## config.mk

```make
export PLATFORM = sky130hd
export DESIGN_NAME = combination_lock_controller_top
export DESIGN_NICKNAME = d
export VERILOG_FILES = /design/src/design/clc_pkg.sv /design/src/design/combination_lock_controller_top.sv
export SDC_FILE = /design/constraint.sdc
export NUM_CORES = 1
export LEC_CHECK = 0
export CAP_MARGIN = 20
export CORE_MARGIN = 2
export CORE_UTILIZATION = 40
export DETAILED_ROUTE_END_ITERATION = 16
export DONT_BUFFER_PORTS = 1
export GPL_TIMING_DRIVEN = 1
export HOLD_SLACK_MARGIN = 0.15
export PLACE_DENSITY_LB_ADDON = 0.2
export SLEW_MARGIN = 10
export SYNTH_ARGS = -nofsm -noshare
export SYNTH_HDL_FRONTEND = slang
export SYNTH_SLANG_ARGS = --single-unit
export TNS_END_PERCENT = 1
```

## constraint.sdc

```tcl
create_clock -name clock -period 3.55 [get_ports clock]
set_input_delay 0.1775 -clock clock [delete_from_list [all_inputs] [get_ports clock]]
set_output_delay 0.1775 -clock clock [all_outputs]
set_load 0.02 [all_outputs]
```

## src/design/clc_pkg.sv

```systemverilog
// Shared constants and types of the combination lock controller.
// Depends on nothing; imported by the top level.
`default_nettype none

package clc_pkg;

   localparam int CODE_LENGTH = 4;
   localparam int POS_W       = (CODE_LENGTH > 1) ? $clog2(CODE_LENGTH) : 1;
   localparam int CNT_W       = $clog2(CODE_LENGTH + 1);

   localparam int KEY_W       = 8;
   localparam int RESP_W      = 2;
   localparam int REQ_DATA_W  = 8;
   localparam int RSP_DATA_W  = 8;
   localparam int CSR_ADDR_W  = 3;
   localparam int CSR_DATA_W  = 32;

   localparam logic [CSR_ADDR_W-1:0] ADDR_RESET_KEY    = 3'd0;
   localparam logic [KEY_W-1:0]      RESET_KEY_DEFAULT = 8'd42;

   localparam logic [POS_W-1:0] POS_LAST = POS_W'(CODE_LENGTH - 1);
   localparam logic [CNT_W-1:0] CNT_FULL = CNT_W'(CODE_LENGTH);

   localparam logic [RESP_W-1:0] RESP_WRONG   = 2'd0;
   localparam logic [RESP_W-1:0] RESP_CORRECT = 2'd1;
   localparam logic [RESP_W-1:0] RESP_RESET   = 2'd2;

   typedef enum logic [1:0] {
      MODE_ASSIGN = 2'd0,
      MODE_CHECK  = 2'd1,
      MODE_VERIFY = 2'd2
   } mode_type;

endpackage

`default_nettype wire

```

## src/design/combination_lock_controller_top.sv

```systemverilog
// Top level of the combination lock controller: request stream, response stream, CSR port.
// Depends on clc_pkg.
`default_nettype none

// The block takes one key byte per request and accepts a new request in every cycle,
// unless its input register is held by a response waiting on a stalled output. Each
// request is captured in the input register and checked against the stored code in a
// single compare-and-count step. Any response is loaded into the output register when
// the request leaves the input register. Only the last byte of a check or verify group
// gives a response; an assign group gives none. The input register holds only while a
// response waits on a stalled output. The reset key is written through the CSR port at
// address 0 and should only be changed while the block is idle.
module combination_lock_controller_top (
   input  wire logic                             clock,
   input  wire logic                             reset,
   // Request stream; tdata: key_byte [7:0].
   input  wire logic                             req_tvalid,
   output logic                                  req_tready,
   input  wire logic [clc_pkg::REQ_DATA_W-1:0]   req_tdata,
   // Response stream; tdata: response [1:0], zeros above.
   output logic                                  rsp_tvalid,
   input  wire logic                             rsp_tready,
   output logic [clc_pkg::RSP_DATA_W-1:0]        rsp_tdata,
   // Configuration port.
   input  wire logic                             csr_psel,
   input  wire logic                             csr_penable,
   input  wire logic                             csr_pwrite,
   input  wire logic [clc_pkg::CSR_ADDR_W-1:0]   csr_paddr,
   input  wire logic [clc_pkg::CSR_DATA_W-1:0]   csr_pwdata,
   output logic [clc_pkg::CSR_DATA_W-1:0]        csr_prdata,
   output logic                                  csr_pready
);
   import clc_pkg::*;

   logic [KEY_W-1:0]  reset_key_ff, reset_key_in;
   logic              in_valid_ff, in_valid_in;
   logic [KEY_W-1:0]  key_ff;
   mode_type          mode_ff, mode_in;
   logic [POS_W-1:0]  pos_ff, pos_in;
   logic [CNT_W-1:0]  match_ff, match_in;
   logic [CNT_W-1:0]  rcount_ff, rcount_in;
   logic [KEY_W-1:0]  code_ff [CODE_LENGTH];
   logic              rsp_valid_ff, rsp_valid_in;
   logic [RESP_W-1:0] resp_ff, resp_in;

   logic              advance;
   logic              last;
   logic              hit;
   logic              rkey;
   logic [CNT_W-1:0]  match_sum;
   logic [CNT_W-1:0]  rcount_sum;
   logic              emit;
   logic [RESP_W-1:0] resp_new;
   logic              csr_wr;

   // Configuration port.
   assign csr_pready = 1'b1;
   assign csr_wr     = csr_psel && csr_penable && csr_pwrite && csr_pready
                       && (csr_paddr == ADDR_RESET_KEY);
   assign reset_key_in = csr_wr ? csr_pwdata[KEY_W-1:0] : reset_key_ff;
   assign csr_prdata   = (csr_paddr == ADDR_RESET_KEY)
                         ? {{(CSR_DATA_W-KEY_W){1'b0}}, reset_key_ff}
                         : '0;

   // Handshakes.
   assign advance     = in_valid_ff && (!rsp_valid_ff || rsp_tready);
   assign req_tready  = !in_valid_ff || advance;
   assign in_valid_in = (req_tvalid && req_tready) || (in_valid_ff && !advance);

   assign rsp_tvalid = rsp_valid_ff;
   assign rsp_tdata  = {{(RSP_DATA_W-RESP_W){1'b0}}, resp_ff};

   // Group step.
   assign last       = (pos_ff == POS_LAST);
   assign hit        = (key_ff == code_ff[pos_ff]);
   assign rkey       = !hit && (mode_ff == MODE_CHECK) && (key_ff == reset_key_ff);
   assign match_sum  = match_ff + CNT_W'(hit);
   assign rcount_sum = rcount_ff + CNT_W'(rkey);

   always_comb begin
      mode_in   = mode_ff;
      pos_in    = pos_ff;
      match_in  = match_ff;
      rcount_in = rcount_ff;
      emit      = 1'b0;
      resp_new  = RESP_WRONG;
      if (advance) begin
         unique case (mode_ff)
            MODE_ASSIGN: begin
               if (last) begin
                  mode_in   = MODE_CHECK;
                  pos_in    = '0;
                  match_in  = '0;
                  rcount_in = '0;
               end else begin
                  pos_in = pos_ff + POS_W'(1);
               end
            end
            MODE_CHECK, MODE_VERIFY: begin
               if (!last) begin
                  pos_in    = pos_ff + POS_W'(1);
                  match_in  = match_sum;
                  rcount_in = rcount_sum;
               end else begin
                  pos_in    = '0;
                  match_in  = '0;
                  rcount_in = '0;
                  emit      = 1'b1;
                  if (mode_ff == MODE_CHECK) begin
                     if (match_sum == CNT_FULL) begin
                        resp_new = RESP_CORRECT;
                     end else if (rcount_sum == CNT_FULL) begin
                        resp_new = RESP_RESET;
                        mode_in  = MODE_VERIFY;
                     end
                  end else begin
                     if (match_sum == CNT_FULL) begin
                        resp_new = RESP_CORRECT;
                        mode_in  = MODE_ASSIGN;
                     end else begin
                        mode_in  = MODE_CHECK;
                     end
                  end
               end
            end
            default: begin
               mode_in   = MODE_ASSIGN;
               pos_in    = '0;
               match_in  = '0;
               rcount_in = '0;
            end
         endcase
      end
   end

   assign rsp_valid_in = (rsp_valid_ff && !rsp_tready) || emit;
   assign resp_in      = emit ? resp_new : resp_ff;

   always_ff @(posedge clock) begin
      if (reset) begin
         reset_key_ff <= RESET_KEY_DEFAULT;
         in_valid_ff  <= 1'b0;
         mode_ff      <= MODE_ASSIGN;
         pos_ff       <= '0;
         match_ff     <= '0;
         rcount_ff    <= '0;
         rsp_valid_ff <= 1'b0;
      end else begin
         reset_key_ff <= reset_key_in;
         in_valid_ff  <= in_valid_in;
         mode_ff      <= mode_in;
         pos_ff       <= pos_in;
         match_ff     <= match_in;
         rcount_ff    <= rcount_in;
         rsp_valid_ff <= rsp_valid_in;
      end
   end

   always_ff @(posedge clock) begin
      if (req_tvalid && req_tready) begin
         key_ff <= req_tdata[KEY_W-1:0];
      end
      resp_ff <= resp_in;
      if (advance && (mode_ff == MODE_ASSIGN)) begin
         code_ff[pos_ff] <= key_ff;
      end
   end

endmodule

`default_nettype wire

```

==> summary.md <==
| Metric | Value |
|---|---|
| Register Area | `1700 µm²` |
| Area Overhead vs Synth | `12.2%` |
| Seq/Total Area, Yosys | `56.4%` |
| DR iter-0 viols | `141` |
| Rows | `31` |
| Post-Layout Inst Area | `3390 µm²` |
| WL/cell | `13.8 µm` |
| Total core area | `7290 µm²` |
| Placed cell area | `3030 µm²` |
| Final core utilization | `46.4%` |
| CTS clk-pin slew, worst paths | `0.07 ns` |
| PortBufs | `0` |
| Top cells by area, synth | `edfxtp_1 42%, dfxtp_1 15%, buf_4 8.0%` |
| Global-route wire length before repair | `8170 µm` |
| Die Y | `90.8 µm` |
| Post-synth top area cell | `edfxtp_1` |
| Min Tclk post-route | `3.26 ns` |
| Number of CTS-inserted buffers | `9` |
| Tot Pwr | `1470 µW` |
| Worst IR Drop VDD | `0.246 mV` |
| Most used DFF post-synth | `edfxtp_1` |
| Post-synth top area share | `41.8%` |
| Static Leak | `0.00121 µW` |
| Nets | `325` |
| Post-synthesis cell type count | `33` |
| Ys async rst share | `0%` |
| Die X | `90.8 µm` |
| Final ANT Viol Nets | `0` |
| Vias in the first global route | `1627` |
| Vias/cell | `4.72` |
| RD Place Congestion | `0.734` |
| Hold Vio Cnt, Final | `0` |
| Final HPWL DP | `3460 µm` |
| Unrepaired setup endpoints after global routing | `no` |
| R2R setup slack | `0.29 ns` |
| Final WL | `5060 µm` |
| Setup bufs post-CTS | `0` |
| N_diodes | `0` |
| Max Buffers Root-to-Sink | `2` |
| Largest net degree at the start of global routing | `21` |
| Die Area | `8250 µm²` |
| Hold Path Class | `in -> reg` |
| Slowest-stage cell, CP | `mux4_2` |
| Clock sink total | `64` |
| Max Fclk | `0.307 GHz` |
| Worst Path Required | `3.74 ns` |
| DR pass1 iterations | `4` |
| Status | `completed` |
| FILL cells | `678` |
| Final Max Tran Viols | `0` |
| Total GRT Usage | `13.1%` |
| CP top delay family | `multiplexers` |
| Syn avg cell area | `12.8 µm²` |
| Max_slew headroom | `49.7%` |
| Worst-path fanout max | `8` |
| H-tree depth | `3` |
| Setup violators final | `0` |
| Initial core utilization | `41.4%` |
| CTS tree | `yes` |
| Synth Register Bits | `64` |
| Final setup skew | `0.00517 ns` |
| Latest clock arrival within the worst-skew pair | `0.33 ns` |
| Max cap viols | `0` |
| Root Buffer Master | `clkbuf_8` |
| Crit. End Element | `flip-flop` |
| CP max stage delay | `0.50 ns` |
| Commonest cells after routing, fill and taps aside | `42 x edfxtp_1, 31 x conb_1, 22 x dfxtp_1` |
| # DRC | `0` |
| Yosys warns | `0` |
| CP cell instances | `buf_12, mux4_2, xnor2_1, nand4_1, nor2_1, nor4_2, ha_1, ha_1, xor2_1, o311ai_1, a311oi_1, buf_4, mux2i_1, nor2_1` |
| Final Cycle Share | `91.8%` |
| Vias | `1728` |
| Mapped cell area | `3020 µm²` |
| Setup TNS | `0 ns` |
| P per Cell Area | `433 nW/µm²` |
| Area of the multi-input gates | `1140 µm²` |
| Worst path buffer plus inverter count | `2` |
| Grt total ovfl | `0` |
| Slew @ Worst Pin | `0.753 ns` |
| Post-synth EDFFs | `42` |
| Io pins | `93` |
| Critical path class | `reg -> reg` |
| Commonest non-fill, non-tap cell in the layout | `edfxtp_1` |
| Post-Synthesis Cells | `236` |
| Initial antenna violation count | `0` |
| Proportion of layout cells with a drive suffix above 1 | `9.74%` |
| CP startpoint kind | `flip-flop` |
| CP Data Arrival Time | `3.45 ns` |
-- worst paths after layout --
check / from / to / cells after the start
worst max register to register: flip-flop / mode_ff[1] / 14
worst min-delay path: req_tvalid / key_ff[3] / 1
worst min register to register: match_ff[0] / match_ff[0] / 2
worst max-delay path: flip-flop / mode_ff[1] / 14
-- per-stage QoR --
stage          cells  hold WS, ns  setup WS, ns
2_1_floorplan    265        0.276         0.618
3_3_place_gp     331        0.250         0.247
3_5_place_dp     331        0.250         0.282
4_1_cts          366        0.288         0.221
5_1_grt          366        0.298        0.0896
6_report         366        0.288         0.290
-- metal layers --
metal	share of wire (%)	GRT usage, %	up-vias
met2	46	20.6	68
met5	0	0	-
met4	2.2	7.20	0
met3	5.0	3.51	8
met1	47	16.4	821
li1	-	-	831
-- flip-flops by register name (all words and copies together), names as in the netlist, named ones only --
signal / flops
code_ff: 32
rsp_tvalid: 1
in_valid_ff: 1
pos_ff: 2
reset_key_ff: 8
rcount_ff: 3
key_ff: 8
match_ff: 3
resp_ff: 2
mode_ff: 2
-- cell type report --
class,count,area share (%)
clock inverters,7,1.15
repair buffers,22,6.65
multi-input cells,156,33.6
inverters,9,0.998
clock buffers,9,3.66
well taps,99,3.66
flip-flops and latches,64,50.3
-- kinds of logic after synthesis --
logic type      count (synthesis)  share of synthesized area (%)
buf+inv                        45                           9.66
compound gates                 21                           4.31
fa+ha+maj                      13                           5.39
simple gates                   58                           10.5
xor+xnor                       18                           5.23
other cells                     2                          0.249
flops                          64                           56.4
mux                            15                           8.30
-- cells in the mapped netlist (4+ instances only) --
cell	instances
dfxtp_1	22
nor2b_1	4
ha_1	13
mux2i_1	7
a21oi_1	12
edfxtp_1	42
nor2_1	13
xor2_1	6
nand2_1	7
inv_1	9
buf_4	32
xnor2_1	12
nand3b_1	4
and2_1	10
nor4_1	4
nand3_1	5
mux4_2	8
-- report_power, final --
group / leakage [µW] / internal, µW / switching (µW)
combinational: 0.000576 / 48.3 / 64.4
sequential: 0.000561 / 816 / 20.3
clock: 0.0000738 / 244 / 274
total: 0.00121 / 1110 / 358
-- timing repair --
| action | 4_1_cts | 5_1_grt |
|---|---|---|
| gates resized for setup | 0 | 1 |
| endpoints found under the hold margin | 30 | 0 |
| endpoints found under the setup margin | 0 | 2 |
| hold buffers | 19 | 0 |
No activity file was read; power rests on OpenSTA's default activity.
